--- src/xfd_pkg.sv ---
// ----------------------------------------------------------------------------
// xfd_pkg
// Shared types and constants for the framed byte stream deframer.
// ----------------------------------------------------------------------------
package xfd_pkg;

    // Frame marker bytes
    localparam logic [7:0] HDR_FIRST  = 8'h55;
    localparam logic [7:0] HDR_SECOND = 8'hAA;
    localparam logic [7:0] TAIL_BYTE  = 8'hF0;

    // Result kinds
    localparam logic [2:0] KIND_DATA      = 3'd0;
    localparam logic [2:0] KIND_EMPTY     = 3'd1;
    localparam logic [2:0] KIND_CHECK_ERR = 3'd2;
    localparam logic [2:0] KIND_TIMEOUT   = 3'd3;
    localparam logic [2:0] KIND_BAD_HDR   = 3'd4;

    // Configuration register indexes
    localparam int         CFG_IDX_W   = 1;
    localparam logic [0:0] REG_ADDRESS = 1'd0;
    localparam logic [0:0] REG_TIMEOUT = 1'd1;
    localparam int         CFG_DATA_W  = 16;

    // Byte counter / frame length width
    localparam int CNT_W = 6;

    typedef struct packed {
        logic       mode;
        logic [7:0] rx_byte;
    } t_in_item;

    typedef struct packed {
        logic [2:0] kind;
        logic [7:0] payload_byte;
        logic       last;
    } t_out_item;

    // Parser to output stage: one direct result or a release request
    typedef struct packed {
        logic             res_valid;
        t_out_item        res;
        logic             rel_start;
        logic [CNT_W-1:0] rel_len;
    } t_parse_evt;

endpackage

--- src/xfd_ram.sv ---
// ----------------------------------------------------------------------------
// xfd_ram
// Generic single-write, single-read RAM with registered read data.
// ----------------------------------------------------------------------------
module xfd_ram #(
    parameter int WIDTH  = 8,
    parameter int DEPTH  = 32,
    parameter int ADDR_W = 5
) (
    input  logic              i_clk,
    input  logic              i_wr_en,
    input  logic [ADDR_W-1:0] i_wr_addr,
    input  logic [WIDTH-1:0]  i_wr_data,
    input  logic              i_rd_en,
    input  logic [ADDR_W-1:0] i_rd_addr,
    output logic [WIDTH-1:0]  o_rd_data
);

    logic [WIDTH-1:0] r_mem [DEPTH];
    logic [WIDTH-1:0] r_rd_data;

    always_ff @(posedge i_clk) begin
        if (i_wr_en) begin
            r_mem[i_wr_addr] <= i_wr_data;
        end
        if (i_rd_en) begin
            r_rd_data <= r_mem[i_rd_addr];
        end
    end

    assign o_rd_data = r_rd_data;

endmodule

--- src/xfd_parser.sv ---
// ----------------------------------------------------------------------------
// xfd_parser
// Header hunt, address/length checks, payload capture, checksum, timeout.
// ----------------------------------------------------------------------------
module xfd_parser #(
    parameter int MAX_PAYLOAD = 32,
    parameter int TIMER_WIDTH = 16,
    parameter int ADDR_W      = 5
) (
    input  logic                         i_clk,
    input  logic                         i_rst_n,
    input  logic                         i_accept,
    input  xfd_pkg::t_in_item            i_item,
    input  logic [7:0]                   i_module_address,
    input  logic [xfd_pkg::CFG_DATA_W-1:0] i_timeout_ticks,
    output xfd_pkg::t_parse_evt          o_evt,
    output logic                         o_wr_en,
    output logic [ADDR_W-1:0]            o_wr_addr,
    output logic [7:0]                   o_wr_data
);
    import xfd_pkg::*;

    localparam int CMP_W = (TIMER_WIDTH > CFG_DATA_W) ? TIMER_WIDTH : CFG_DATA_W;

    typedef enum logic [2:0] {
        PH_HUNT1,
        PH_HUNT2,
        PH_ADDR,
        PH_LEN,
        PH_DATA,
        PH_CHECK,
        PH_TAIL
    } t_phase;

    t_phase                 r_phase, n_phase;
    logic [CNT_W-1:0]       r_len, n_len;
    logic [CNT_W-1:0]       r_cnt, n_cnt;
    logic [7:0]             r_xor, n_xor;
    logic [TIMER_WIDTH-1:0] r_tick, n_tick;

    logic       in_frame;
    logic [7:0] b;
    logic [CNT_W-1:0] cnt_inc;

    assign b        = i_item.rx_byte;
    assign cnt_inc  = r_cnt + CNT_W'(1);
    assign in_frame = (r_phase == PH_DATA) || (r_phase == PH_CHECK) || (r_phase == PH_TAIL);

    always_comb begin
        n_phase   = r_phase;
        n_len     = r_len;
        n_cnt     = r_cnt;
        n_xor     = r_xor;
        n_tick    = r_tick;
        o_evt     = '0;
        o_wr_en   = 1'b0;
        o_wr_addr = r_cnt[ADDR_W-1:0];
        o_wr_data = b;

        if (i_accept) begin
            if (i_item.mode) begin
                // timer tick: only counts while a frame body is awaited
                if (in_frame) begin
                    if (r_tick != '1) begin
                        n_tick = r_tick + TIMER_WIDTH'(1);
                    end
                    if (CMP_W'(n_tick) > CMP_W'(i_timeout_ticks)) begin
                        n_phase            = PH_HUNT1;
                        o_evt.res_valid    = 1'b1;
                        o_evt.res.kind     = KIND_TIMEOUT;
                        o_evt.res.last     = 1'b1;
                    end
                end
            end else begin
                unique case (r_phase)
                    PH_HUNT1: begin
                        if (b == HDR_FIRST) begin
                            n_phase = PH_HUNT2;
                        end
                    end
                    PH_HUNT2: begin
                        if (b == HDR_SECOND) begin
                            n_phase = PH_ADDR;
                        end else if (b != HDR_FIRST) begin
                            n_phase = PH_HUNT1;
                        end
                    end
                    PH_ADDR: begin
                        if (b != i_module_address) begin
                            n_phase         = PH_HUNT1;
                            o_evt.res_valid = 1'b1;
                            o_evt.res.kind  = KIND_BAD_HDR;
                            o_evt.res.last  = 1'b1;
                        end else begin
                            n_xor   = b;
                            n_phase = PH_LEN;
                        end
                    end
                    PH_LEN: begin
                        if (b > 8'(MAX_PAYLOAD)) begin
                            n_phase         = PH_HUNT1;
                            o_evt.res_valid = 1'b1;
                            o_evt.res.kind  = KIND_BAD_HDR;
                            o_evt.res.last  = 1'b1;
                        end else begin
                            n_xor   = r_xor ^ b;
                            n_len   = b[CNT_W-1:0];
                            n_cnt   = '0;
                            n_tick  = '0;
                            n_phase = (b == 8'h00) ? PH_CHECK : PH_DATA;
                        end
                    end
                    PH_DATA: begin
                        o_wr_en = 1'b1;
                        n_xor   = r_xor ^ b;
                        n_cnt   = cnt_inc;
                        if (cnt_inc >= r_len) begin
                            n_phase = PH_CHECK;
                        end
                    end
                    PH_CHECK: begin
                        n_xor   = r_xor ^ b;
                        n_phase = PH_TAIL;
                    end
                    PH_TAIL: begin
                        n_phase = PH_HUNT1;
                        if (r_xor != 8'h00 || b != TAIL_BYTE) begin
                            o_evt.res_valid = 1'b1;
                            o_evt.res.kind  = KIND_CHECK_ERR;
                            o_evt.res.last  = 1'b1;
                        end else if (r_len == '0) begin
                            o_evt.res_valid = 1'b1;
                            o_evt.res.kind  = KIND_EMPTY;
                            o_evt.res.last  = 1'b1;
                        end else begin
                            o_evt.rel_start = 1'b1;
                            o_evt.rel_len   = r_len;
                        end
                    end
                    default: begin
                        n_phase = PH_HUNT1;
                    end
                endcase
            end
        end
    end

    always_ff @(posedge i_clk) begin
        if (!i_rst_n) begin
            r_phase <= PH_HUNT1;
            r_len   <= '0;
            r_cnt   <= '0;
            r_xor   <= '0;
            r_tick  <= '0;
        end else begin
            r_phase <= n_phase;
            r_len   <= n_len;
            r_cnt   <= n_cnt;
            r_xor   <= n_xor;
            r_tick  <= n_tick;
        end
    end

endmodule

--- src/xfd_release.sv ---
// ----------------------------------------------------------------------------
// xfd_release
// Output register plus payload release sequencer reading the payload RAM.
// ----------------------------------------------------------------------------
module xfd_release #(
    parameter int ADDR_W = 5
) (
    input  logic                i_clk,
    input  logic                i_rst_n,
    input  xfd_pkg::t_parse_evt i_evt,
    input  logic [7:0]          i_rd_data,
    input  logic                i_out_stall,
    output logic                o_rd_en,
    output logic [ADDR_W-1:0]   o_rd_addr,
    output logic                o_busy,
    output logic                o_out_free,
    output logic                o_out_valid,
    output xfd_pkg::t_out_item  o_out_item
);
    import xfd_pkg::*;

    typedef enum logic [1:0] {
        REL_IDLE,
        REL_RD,
        REL_WR
    } t_rel_state;

    t_rel_state       r_state;
    logic [CNT_W-1:0] r_idx;
    logic [CNT_W-1:0] r_len;
    logic             r_out_valid;
    t_out_item        r_out_item;

    logic [CNT_W-1:0] idx_inc;
    logic             is_last;
    logic             load_res;
    logic             load_data;

    assign idx_inc    = r_idx + CNT_W'(1);
    assign is_last    = (idx_inc == r_len);
    assign o_out_free = !r_out_valid || !i_out_stall;
    assign o_busy     = (r_state != REL_IDLE);
    assign o_rd_en    = (r_state == REL_RD);
    assign o_rd_addr  = r_idx[ADDR_W-1:0];
    assign o_out_valid = r_out_valid;
    assign o_out_item  = r_out_item;

    // output register loads: a direct result, or a payload byte from the RAM
    assign load_res  = (r_state == REL_IDLE) && i_evt.res_valid;
    assign load_data = (r_state == REL_WR) && o_out_free;

    always_ff @(posedge i_clk) begin
        if (!i_rst_n) begin
            r_state     <= REL_IDLE;
            r_idx       <= '0;
            r_len       <= '0;
            r_out_valid <= 1'b0;
        end else begin
            if (load_res || load_data) begin
                r_out_valid <= 1'b1;
            end else if (r_out_valid && !i_out_stall) begin
                r_out_valid <= 1'b0;
            end
            unique case (r_state)
                REL_IDLE: begin
                    if (i_evt.res_valid) begin
                        r_out_item <= i_evt.res;
                    end
                    if (i_evt.rel_start) begin
                        r_idx   <= '0;
                        r_len   <= i_evt.rel_len;
                        r_state <= REL_RD;
                    end
                end
                REL_RD: begin
                    r_state <= REL_WR;
                end
                REL_WR: begin
                    // read data held in the RAM output until the slot frees
                    if (load_data) begin
                        r_out_item.kind         <= KIND_DATA;
                        r_out_item.payload_byte <= i_rd_data;
                        r_out_item.last         <= is_last;
                        r_idx                   <= idx_inc;
                        r_state                 <= is_last ? REL_IDLE : REL_RD;
                    end
                end
                default: begin
                    r_state <= REL_IDLE;
                end
            endcase
        end
    end

endmodule

--- src/xor_frame_deframer.sv ---
// ----------------------------------------------------------------------------
// xor_frame_deframer
// Receive-side parser for 0x55 0xAA addr len payload xor 0xF0 frames,
// with buffered payload release and a tick-driven frame timeout.
// ----------------------------------------------------------------------------
//
//  channel  dir  handshake                 payload
//  -------  ---  ------------------------  ------------------------------
//  in       in   i_in_valid / o_in_stall   i_in_item  (mode, rx_byte)
//  out      out  o_out_valid / i_out_stall o_out_item (kind, byte, last)
//  cfg      in   i_cfg_we                  i_cfg_idx, i_cfg_data
//
//  Each input item passes through the parser combinationally; its single result
//  (error, empty frame) lands in the output register the next cycle.
//  A good frame with N payload bytes releases them byte by byte: for each,
//  a payload RAM read, then an output register load once the slot is free.
//  No input item is taken during the release burst, nor while the output
//  register is full and stalled.
//  Reset is synchronous, active low; config returns to address 1 and a
//  timeout of 300 ticks. The payload RAM needs no clearing: only entries
//  written in the current frame are ever read.
//
module xor_frame_deframer #(
    parameter int MAX_PAYLOAD = 32,
    parameter int TIMER_WIDTH = 16
) (
    input  logic                            i_clk,
    input  logic                            i_rst_n,
    input  logic                            i_in_valid,
    output logic                            o_in_stall,
    input  xfd_pkg::t_in_item               i_in_item,
    output logic                            o_out_valid,
    input  logic                            i_out_stall,
    output xfd_pkg::t_out_item              o_out_item,
    input  logic                            i_cfg_we,
    input  logic [xfd_pkg::CFG_IDX_W-1:0]   i_cfg_idx,
    input  logic [xfd_pkg::CFG_DATA_W-1:0]  i_cfg_data
);
    import xfd_pkg::*;

    localparam int ADDR_W = (MAX_PAYLOAD > 1) ? $clog2(MAX_PAYLOAD) : 1;

    // configuration registers
    logic [7:0]            r_module_address;
    logic [CFG_DATA_W-1:0] r_timeout_ticks;

    always_ff @(posedge i_clk) begin
        if (!i_rst_n) begin
            r_module_address <= 8'd1;
            r_timeout_ticks  <= CFG_DATA_W'(300);
        end else if (i_cfg_we) begin
            unique case (i_cfg_idx)
                REG_ADDRESS: r_module_address <= i_cfg_data[7:0];
                REG_TIMEOUT: r_timeout_ticks  <= i_cfg_data;
                default: ;
            endcase
        end
    end

    t_parse_evt        evt;
    logic              in_accept;
    logic              busy;
    logic              out_free;
    logic              wr_en;
    logic [ADDR_W-1:0] wr_addr;
    logic [7:0]        wr_data;
    logic              rd_en;
    logic [ADDR_W-1:0] rd_addr;
    logic [7:0]        rd_data;

    // hold off input during a release burst or while the result slot is blocked
    assign o_in_stall = busy || !out_free;
    assign in_accept  = i_in_valid && !o_in_stall;

    xfd_parser #(
        .MAX_PAYLOAD (MAX_PAYLOAD),
        .TIMER_WIDTH (TIMER_WIDTH),
        .ADDR_W      (ADDR_W)
    ) u_parser (
        .i_clk            (i_clk),
        .i_rst_n          (i_rst_n),
        .i_accept         (in_accept),
        .i_item           (i_in_item),
        .i_module_address (r_module_address),
        .i_timeout_ticks  (r_timeout_ticks),
        .o_evt            (evt),
        .o_wr_en          (wr_en),
        .o_wr_addr        (wr_addr),
        .o_wr_data        (wr_data)
    );

    // payload store; writes (frame body) and reads (release) never overlap
    xfd_ram #(
        .WIDTH  (8),
        .DEPTH  (MAX_PAYLOAD),
        .ADDR_W (ADDR_W)
    ) u_payload_ram (
        .i_clk     (i_clk),
        .i_wr_en   (wr_en),
        .i_wr_addr (wr_addr),
        .i_wr_data (wr_data),
        .i_rd_en   (rd_en),
        .i_rd_addr (rd_addr),
        .o_rd_data (rd_data)
    );

    xfd_release #(
        .ADDR_W (ADDR_W)
    ) u_release (
        .i_clk       (i_clk),
        .i_rst_n     (i_rst_n),
        .i_evt       (evt),
        .i_rd_data   (rd_data),
        .i_out_stall (i_out_stall),
        .o_rd_en     (rd_en),
        .o_rd_addr   (rd_addr),
        .o_busy      (busy),
        .o_out_free  (out_free),
        .o_out_valid (o_out_valid),
        .o_out_item  (o_out_item)
    );

`ifndef ASSERT_OFF
    // no RAM write may coincide with a release read
    a_no_wr_during_release: assert property (@(posedge i_clk) disable iff (!i_rst_n)
        !(wr_en && busy))
        else $error("payload write during release");

    // a release request always starts the sequencer
    a_release_starts: assert property (@(posedge i_clk) disable iff (!i_rst_n)
        evt.rel_start |=> busy)
        else $error("release did not start");

    // non-data results carry a zero byte
    a_zero_byte: assert property (@(posedge i_clk) disable iff (!i_rst_n)
        (o_out_valid && o_out_item.kind != KIND_DATA) |-> (o_out_item.payload_byte == 8'h00))
        else $error("nonzero byte on non-data result");
`endif

endmodule
--- config.mk ---
export PLATFORM = sky130hd
export DESIGN_NAME = xor_frame_deframer
export DESIGN_NICKNAME = d
export VERILOG_FILES = /design/src/xfd_pkg.sv /design/src/xfd_ram.sv /design/src/xfd_parser.sv /design/src/xfd_release.sv /design/src/xor_frame_deframer.sv
export SDC_FILE = /design/constraint.sdc
export NUM_CORES = 1
export LEC_CHECK = 0
export ABC_AREA = 0
export BUFFER_PORTS_ARGS = -buffer_cell sky130_fd_sc_hd__buf_4
export CORE_ASPECT_RATIO = 1.5
export CORE_UTILIZATION = 50
export CTS_CLUSTER_SIZE = 10
export DETAILED_ROUTE_END_ITERATION = 8
export GPL_ROUTABILITY_DRIVEN = 0
export PLACE_DENSITY_LB_ADDON = 0.15
export SLEW_MARGIN = 15
export SYNTH_ARGS = -nofsm -noshare
export SYNTH_HDL_FRONTEND = slang
export SYNTH_HIERARCHICAL = 1
export SYNTH_SLANG_ARGS = --single-unit
--- constraint.sdc ---
create_clock -name i_clk -period 5.92 [get_ports i_clk]
set_input_delay 0.296 -clock i_clk [delete_from_list [all_inputs] [get_ports i_clk]]
set_output_delay 0.296 -clock i_clk [all_outputs]
set_load 0.01 [all_outputs]
==> results_dict.tcl, run 1 <==
set metrics [dict create \
    p_total_w 0.00500 \
    drv_cap 0 \
    root_buffer "clkbuf_16" \
    cts.clk_slew.worst_paths_ps 50 \
    p_comb_frac 0.027 \
    via_per_inst 5.76 \
    crit_fanout 12 \
    setup_tns_ps 0 \
    seqPwrFrac 0.539 \
    grt_pass1_wl_um 50800 \
    area_delta_synth_final_pct 9.96 \
    core_area_um2 31000 \
    endpoint_kind "flop" \
    grt_usage 0.210 \
    num_io_pins 45 \
    hold_path.class "input port to flop" \
    final_antenna_net_count 0 \
    ctsHoldBuffers 5 \
    drc 0 \
    yosysTopAreaCell "edfxtp_1" \
    slew_headroom 0.221 \
    rows 79 \
    worstPathRequired_ps 6080 \
    crit_chain "and4_1 -> nand4_1 -> nor4_1 -> nand3_1 -> o21a_1 -> ha_1 -> nand4_1 -> or4_4 -> a21o_1 -> a31oi_4 -> o31a_1 -> nor2_1 -> nor2_1 -> and3_1" \
    die-area_um2 32200 \
    ir_drop_uv 170 \
    final_area_um2 17300 \
    numCtsBuffers 41 \
    startpoint_type "flop" \
    port_buffers 44 \
    cts.path.max_buffers 3 \
    syn_area_um2 15700 \
    cts_setup_buffers 0 \
    dp_hpwl_um 21600 \
    drtIter0Drc 470 \
    crit_buf_inv 0 \
    synth_cell_types 80 \
    nets 1144 \
    synth_edf_count 276 \
    cts.repair.resized 0 \
    finalMaxSlewViolations 0 \
    yosysSeqAreaShare 0.626 \
    hold_viol_final 0 \
    p_per_area_nw_per_um2 289 \
    clock_latency_ps 530 \
    synth_top_area_frac 0.527 \
    place_inst 1445 \
    fin_cells 1507 \
    synth-async-reset-ratio 0 \
    p_leak_nw 5.69 \
    routed_wl_um 32300 \
    die_y_um 219 \
    die_w_um 147 \
    grt_pass1_vias 9001 \
    grt_max_degree 78 \
    antenna_found_initial 0 \
    drt_first_pass_iters 5 \
    synth_ff_type "edfxtp_1" \
    initial_core_util 0.507 \
    cts_tree "yes" \
    worst_slew_pin_slew_ps 1170 \
    post-route-period-util 0.728 \
    synth-seq-cells 354 \
    avgSynthCellArea_um2 14.9 \
    power.share.clock 0.434 \
    switching_share 0.200 \
    synth_commonest_cells "edfxtp_1, nand2_1, mux4_2" \
    min_period_ps 4310 \
    overflow 0 \
    critPathTopFamily "simple AND/OR/NAND/NOR gates" \
    setup_viol 0 \
    synthCells 1059 \
    detail_route.wl_per_cell_um 21.5 \
    n_antenna_cell 0 \
    yosys_warnings 6 \
    cp.arrival_ps 4470 \
    max_freq_mhz 232 \
    cts.htree.levels 2 \
    outcome "finished clean" \
    placed_area_um2 16100 \
    holdWs_ps 26.3 \
    fin_worst_skew_ps 9.79 \
    switchingPower_w 0.00100 \
    num_vias 8686 \
    drive_gt1_frac 0.200 \
    synthTopCellsByArea "edfxtp_1, mux4_2, dfxtp_1, nand2_1, ha_1" \
    slowest_stage "or4_4" \
    synth_most_common_cell "edfxtp_1" \
    intPower_w 0.00399 \
    critPathMaxStageDelay_ps 600 \
    numClockSinks 354 \
    worstSetupPathType "flop to flop" \
    rsz0062_at_grt "false" \
]
sequential cells by signal (all words and copies together) (netlist names), 3 cells and up:
signal	count
u_parser/r_len	6
r_module_address	8
u_parser/r_xor	8
u_parser/r_tick	16
u_payload_ram/r_mem	256
u_release/r_len	6
u_release/o_out_item	12
u_parser/r_phase	3
u_parser/r_cnt	6
r_timeout_ticks	16
u_payload_ram/o_rd_data	8
u_release/r_idx	6
worst paths after layout:
path | from | to | slack, ps | cells after the start
hold reg to reg | r_timeout_ticks[9]$_SDFFE_PN0P_ | r_timeout_ticks[9]$_SDFFE_PN0P_ | 450 | 2
setup / recovery | u_parser/r_tick[3]$_SDFFE_PN0P_ | u_release/o_out_item[8]$_DFFE_PP_ | 1610 | 14
hold / removal | i_cfg_data[11] | r_timeout_ticks[11]$_SDFFE_PN0P_ | 30 | 3
setup reg to reg | u_parser/r_tick[3]$_SDFFE_PN0P_ | u_release/o_out_item[8]$_DFFE_PP_ | 1610 | 14
worst reg2reg max path, delay by kind of cell (launching register included):
family          cells  cell delay, ps
flops               1             450
compound gates      4             780
simple gates        9            2380
fa+ha+maj           1             330
metal layers:
layer	global-route usage	vias to the layer above	share of wire
li1	-	4059	-
met1	0.232	4403	0.38
met2	0.400	168	0.55
met3	0.0272	56	0.031
met4	0.0944	0	0.037
met5	0	-	0
metrics by stage:
step / util / setup WS [ps]
3_3_place_gp: 0.520 / 1650
5_1_grt: 0.558 / 1310
3_5_place_dp: 0.520 / 1600
6_report: 0.558 / 1610
4_1_cts: 0.558 / 1570
2_1_floorplan: - / 2130
kinds of logic after synthesis:
group,after synthesis,synth area share
multiplexers,118,0.139
flip-flops,354,0.626
adder cells (fa/ha/maj),25,0.0199
AO/OA/AOI/OAI,127,0.0614
XOR/XNOR,31,0.0173
AND/OR/NAND/NOR,292,0.0952
other,1,0.000238
buffers and inverters,111,0.0408
cell type report:
| cell class | instances | area (µm²) |
|---|---|---|
| fillers | 2453 | 13700 |
| flip-flops and latches | 354 | 9850 |
| multi-input cells | 601 | 5270 |
| clock buffers | 54 | 1080 |
| well taps | 405 | 507 |
| repair buffers | 56 | 433 |
| inverters | 34 | 133 |
| clock inverters | 3 | 21.3 |
layout by cell type (no fill, tap or decap), types with 23 or more instances in the layout:
cell type  instances
mux4_2            80
inv_1             32
buf_4             51
edfxtp_1         276
nor2_1            59
nor2b_1           23
dfxtp_1           76
mux2i_1           29
clkbuf_16         41
ha_1              25
nand3_1           26
nand2_1           84
power groups by stage:
| stage | registers (W) | clock network (W) | logic (W) |
|---|---|---|---|
| floorplan | 0.00274 | 0 | 0.0000878 |
| global placement | 0.00274 | 0 | 0.000130 |
| detailed placement | 0.00274 | 0 | 0.000133 |
| CTS | 0.00269 | 0.00223 | 0.000136 |
| global route | 0.00269 | 0.00232 | 0.000149 |
| finish | 0.00269 | 0.00217 | 0.000134 |
(Power assumes the default switching activity.)
==> inputs of run 2 (changes only) <==
- ABC_AREA: 0 -> 1
- clock period: 5.92 -> 3.7 ns (I/O delays scaled with it)
==> run 2 against run 1 <==
Worst hold slack worse by 1.7 ps. Fmax up 25%. Non-clock buffer count up 58. Global-route usage up 3.3 points. Utilization up 1.0 points. Clock power up 64%. Sequential share of layout area down 4.1 points. Die area up 6.3%. Sequential power up 61%. Routed wire length up 24%. Largest cell class unchanged. Largest power group unchanged.
==> results_dict.tcl, run 2 <==
set metrics [dict create \
    avgSynthCellArea_um2 9.51 \
    crit_fanout 6 \
    cts_tree "yes" \
    final_antenna_net_count 0 \
    numClockSinks 354 \
    yosysTopAreaCell "edfxtp_1" \
    endpoint_kind "flop" \
    nFillCells 2918 \
    hold_viol_final 0 \
    switchingPower_w 0.00171 \
    drt_first_pass_iters 5 \
    grt_pass1_vias 11625 \
    num_io_pins 45 \
    ir_drop_uv 335 \
    yosysSeqAreaShare 0.588 \
    routed_wl_um 40100 \
    area_delta_synth_final_pct 11.3 \
    detail_route.wl_per_cell_um 17.8 \
    cts_setup_buffers 0 \
    synthCells 1760 \
    initial_core_util 0.510 \
    synth_edf_count 276 \
    synth-async-reset-ratio 0 \
    synth_commonest_cells "nand2_1, edfxtp_1, nand3_1" \
    worst_slew_pin_slew_ps 1180 \
    worstSetupPathType "flop to flop" \
    post-route-period-util 0.929 \
    setup_viol 0 \
    dp_hpwl_um 26200 \
    n_antenna_cell 0 \
    rows 81 \
    top_regs "u_payload_ram/r_mem x256, r_timeout_ticks x16, u_parser/r_tick x16" \
    final_cell_mix "nand2_1, edfxtp_1, nand3_1" \
    seqPwrFrac 0.527 \
    drv_cap 0 \
    synthTopCellsByArea "edfxtp_1, nand2_1, dfxtp_1, nand3_1, nor2_1" \
    worstPathRequired_ps 3940 \
    max_freq_mhz 291 \
    outcome "finished clean" \
    antenna_found_initial 0 \
    die_w_um 151 \
    cts.path.max_buffers 3 \
    synth_ff_type "edfxtp_1" \
    synth_top_area_frac 0.495 \
    drtIter0Drc 702 \
    die_y_um 226 \
    p_comb_frac 0.039 \
    utilization 0.568 \
    root_buffer "clkbuf_16" \
    grt_pass1_wl_um 62500 \
    numCtsBuffers 41 \
    final_common_cell "nand2_1" \
    cp.arrival_ps 3680 \
    cts.clk_slew.worst_paths_ps 50 \
    clock_latency_ps 540 \
    multiInputGateArea_um2 5780 \
    num_vias 12139 \
    startpoint_type "flop" \
    largest_reg_flops 256 \
    holdWs_ps 24.6 \
    min_period_ps 3440 \
    core_area_um2 32800 \
    drc 0 \
    synth_cell_types 42 \
    intPower_w 0.00649 \
    die-area_um2 34200 \
    syn_area_um2 16700 \
    synth-seq-cells 354 \
    cts.htree.levels 2 \
    port_buffers 44 \
    fin_worst_skew_ps 15.5 \
    yosys_warnings 6 \
    grt_max_degree 102 \
    seq_area_um2 9860 \
    regMostFlops "u_payload_ram/r_mem" \
    p_leak_nw 7.13 \
    synth_most_common_cell "nand2_1" \
    overflow 0 \
    hold_path.class "input port to flop" \
    via_per_inst 5.37 \
    power.share.clock 0.433 \
    p_per_area_nw_per_um2 440 \
    switching_share 0.208 \
    slew_headroom 0.215 \
    grt_usage 0.243 \
    drive_gt1_frac 0.136 \
    nets 1880 \
    finalMaxSlewViolations 0 \
]
[run 2: cell types whose count changed after synthesis, sizes merged, moves of 38 or more]
cell / delta
nand2: +478
nand3: +240
nor2: +95
mux4: -80
inv: +75
a21oi: +38
[run 2: worst paths after layout]
check	startpoint	to	slack (ps)	depth (start not counted)
setup / recovery	u_parser/r_tick[0]$_SDFFE_PN0P_	u_release/o_out_item[7]$_DFFE_PP_	260	21
hold reg to reg	r_timeout_ticks[3]$_SDFFE_PN1P_	r_timeout_ticks[3]$_SDFFE_PN1P_	470	2
hold / removal	i_cfg_we	r_module_address[7]$_SDFFE_PN0P_	20	4
setup reg to reg	u_parser/r_tick[0]$_SDFFE_PN0P_	u_release/o_out_item[7]$_DFFE_PP_	260	21
[run 2: timing repair]
item | in CTS | in global routing
hold endpoints to repair | 28 | 0
endpoints found under the setup margin | 0 | 12
hold buffers | 19 | 0
resized for setup | 0 | 9
[run 2: cells by family (layout without fill, tap and decap cells)]
family | after synthesis | in the layout | share of synthesized area
fa+ha+maj | 25 | 25 | 0.0187
buf+inv | 209 | 287 | 0.0696
compound gates | 118 | 118 | 0.0410
xor+xnor | 24 | 24 | 0.0126
other cells | 1 | 8 | 0.000224
simple gates | 1029 | 1029 | 0.270
flops | 354 | 354 | 0.588
[run 2: cell type report]
type	count	share of cell area
inverter	109	0.0223
multi-input combinational	1204	0.310
timing repair buffer	114	0.0493
clock inverter	2	0.00128
tap	415	0.0279
clock buffer	62	0.0604
sequential	354	0.529
[run 2: metrics by stage]
step | cells | total power (W) | area (µm²) | setup WS [ps] | setup TNS, ps
floorplan | 1767 | 0.00460 | 16800 | 284 | 0
global route | 2260 | 0.00846 | 18600 | -8.46 | -42.1
finish | 2260 | 0.00820 | 18600 | 261 | 0
global placement | 2176 | 0.00470 | 17300 | 196 | 0
CTS | 2259 | 0.00827 | 18600 | 60.1 | 0
detailed placement | 2176 | 0.00471 | 17300 | 93.2 | 0
[run 2: layer usage]
layer | global-route usage | part of all wire | vias to the layer above
met1 | 0.273 | 0.38 | 5766
met4 | 0.110 | 0.042 | 0
li1 | - | - | 6004
met5 | 0 | 0 | -
met2 | 0.451 | 0.54 | 287
met3 | 0.0281 | 0.038 | 82
[run 2: power groups by stage]
| stage | clock, W | sequential, W | combinational, W |
|---|---|---|---|
| detailed placement | 0 | 0.00440 | 0.000306 |
| CTS | 0.00362 | 0.00432 | 0.000323 |
| finish | 0.00355 | 0.00432 | 0.000323 |
| floorplan | 0 | 0.00440 | 0.000204 |
| global route | 0.00378 | 0.00432 | 0.000356 |
| global placement | 0 | 0.00440 | 0.000299 |
[run 2: critical path, stage by stage, from the launching register on]
cell	delay (ps)
dfxtp_2	370
ha_2	210
nand2_1	70
inv_2	80
nand2_1	110
nor2_4	130
nand2_1	90
nor2_2	140
nand3b_1	90
o21a_1	130
ha_1	270
nand2_1	70
nor3_2	200
nand2_1	80
nand2_1	50
nand2_1	150
nand2_1	130
nand2_1	110
nor2_1	120
o21ai_0	130
nor3_2	210
buf_4	200
==> inputs of run 3 (changes only) <==
- ABC_AREA: 1 -> not set
==> run 3 against run 2 <==
Final cell count shrank 29%. Non-clock buffer count grew 36. Global-route usage shrank 2.7 points. Utilization grew 1.8 points. First-iteration DRC count shrank 33%. Combinational power shrank 25%. Via count shrank 26%. Setup slack lost 180 ps. Critical endpoint is now u_release/o_out_item[4]$_DFFE_PP_. Clock skew shrank 6.2 ps. Clock power shrank 2%. Sequential power is essentially flat. Final area shrank 2.4%.
==> results_dict.tcl, run 3 (same netlist as run 1, synthesis figures left out) <==
set metrics [dict create \
    dpl_worst_slack_ps -159 \
    min_period_ps 3620 \
    die_w_um 147 \
    fin_cells 1602 \
    worstPathRequired_ps 3930 \
    cp.arrival_ps 3850 \
    port_buffers 44 \
    clock_latency_ps 530 \
    placed_area_um2 16700 \
    numCtsBuffers 41 \
    cts_tree "yes" \
    grt_max_degree 53 \
    slew_headroom 0.331 \
    holdPathStages 3 \
    nFillCells 2426 \
    rsz0062_at_grt "true" \
    startpoint_type "flop" \
    slowest_stage "or4_4" \
    antenna_found_initial 0 \
    hold_viol_final 0 \
    max_freq_mhz 276 \
    initial_core_util 0.507 \
    fin_ws_ps 79.4 \
    cts.path.max_buffers 3 \
    crit_chain "and4_4 -> nand4_1 -> a21oi_2 -> and3_4 -> xor2_2 -> ha_1 -> nand4_1 -> or4_4 -> a21o_1 -> a31oi_4 -> o31a_1 -> nor2_1 -> nor2_2 -> and3_4" \
    top_regs "u_payload_ram/r_mem x256, r_timeout_ticks x16, u_parser/r_tick x16" \
    finalMaxSlewViolations 0 \
    endpoint_kind "flop" \
    detail_route.wl_per_cell_um 21.0 \
    worstSetupPathType "flop to flop" \
    setup_tns_ps 0 \
    routed_wl_um 33700 \
    setup_viol 0 \
    n_antenna_cell 0 \
    grt_pass1_wl_um 52300 \
    p_leak_nw 6.18 \
    overflow 0 \
    drv_cap 0 \
    crit_fanout 6 \
    num_vias 9008 \
    num_io_pins 45 \
    grt_usage 0.216 \
    via_per_inst 5.62 \
    outcome "finished clean" \
    drive_gt1_frac 0.270 \
    holdWs_ps 36.7 \
    place_inst 1518 \
    nets 1239 \
    final_common_cell "edfxtp_1" \
    cts.htree.levels 2 \
    numClockSinks 354 \
    core_area_um2 31000 \
    crit_buf_inv 0 \
    cts.clk_slew.worst_paths_ps 60 \
    regMostFlops "u_payload_ram/r_mem" \
    r2r_cells 14 \
    p_per_area_nw_per_um2 441 \
    root_buffer "clkbuf_16" \
    critical_path_depth 14 \
    final_antenna_net_count 0 \
    die_y_um 219 \
    die-area_um2 32200 \
    hold_path.class "input port to flop" \
    final_cell_mix "edfxtp_1, buf_4, nand2_1" \
    drc 0 \
    area_delta_synth_final_pct 15.6 \
    fin_worst_skew_ps 9.29 \
    critPathMaxStageDelay_ps 530 \
    drt_first_pass_iters 5 \
    ir_drop_uv 259 \
    post-route-period-util 0.979 \
    dp_hpwl_um 22800 \
    worst_slew_pin_slew_ps 1000 \
    largest_reg_flops 256 \
    rows 79 \
    grt_pass1_vias 9324 \
    final_area_um2 18200 \
    critPathTopFamily "simple AND/OR/NAND/NOR gates" \
    drtIter0Drc 471 \
]
==> run 3: cell types whose count changed in the layout (fill, tap and decap cells not counted), sizes merged, moves of 15 or more <==
cell and change:
a21boi +15, a21oi -38, buf +39, inv -72
mux2i +29, mux4 +80, nand2 -478, nand3 -240
nor2 -95, nor2b +23, o21ai -28
==> run 3: timing repair <==
item / in CTS / in global routing
pin swaps: 8 / 18
hold buffers: 16 / 0
cloned: 1 / 0
setup endpoints to repair: 12 / 13
hold endpoints to repair: 24 / 0
buffers inserted: 5 / 6
gates resized for setup: 17 / 9
==> run 3: area by class of cell <==
type / instances / area, µm² / share of cell area
Clock buffer: 54 / 1090 / 0.0602
Inverter: 34 / 133 / 0.00729
Tap cell: 405 / 507 / 0.0279
Multi-Input combinational cell: 602 / 5390 / 0.296
Timing Repair Buffer: 150 / 1190 / 0.0657
Sequential cell: 354 / 9860 / 0.542
Clock inverter: 3 / 21.3 / 0.00117
==> run 3: per-stage QoR <==
step | power [W] | utilization
floorplan | 0.00453 | -
global placement | 0.00460 | 0.539
detailed placement | 0.00461 | 0.539
CTS | 0.00811 | 0.583
global route | 0.00829 | 0.586
finish | 0.00803 | 0.586
==> run 3: report_power, final <==
part | switching, W | total (W) | leakage (nW) | internal (W)
sequential | 0.00000951 | 0.00431 | 3.11 | 0.00430
combinational | 0.000154 | 0.000243 | 2.52 | 0.0000895
clock | 0.00144 | 0.00348 | 0.543 | 0.00204
==> run 3: tightest hold or removal path: stages <==
cell	delay (ps)
buf_4	180
nand4_1	90
o21ai_1	50
==> run 3: final timing paths <==
kind | slack (ps) | endpoint | start
worst max-delay path | 80 | u_release/o_out_item[4]$_DFFE_PP_ | u_parser/r_tick[3]$_SDFFE_PN0P_
worst min-delay path | 40 | r_timeout_ticks[0]$_SDFFE_PN0P_ | i_cfg_we
worst max register to register | 80 | u_release/o_out_item[4]$_DFFE_PP_ | u_parser/r_tick[3]$_SDFFE_PN0P_
worst min register to register | 450 | r_timeout_ticks[13]$_SDFFE_PN0P_ | r_timeout_ticks[13]$_SDFFE_PN0P_
==> run 3: per-layer routing <==
metal,GRT usage,routed length [µm],vias to the layer above
li1,-,-,4255
met1,0.241,12800,4522
met2,0.409,18600,173
met3,0.0291,1040,58
met4,0.0885,1190,0
met5,0,0,-
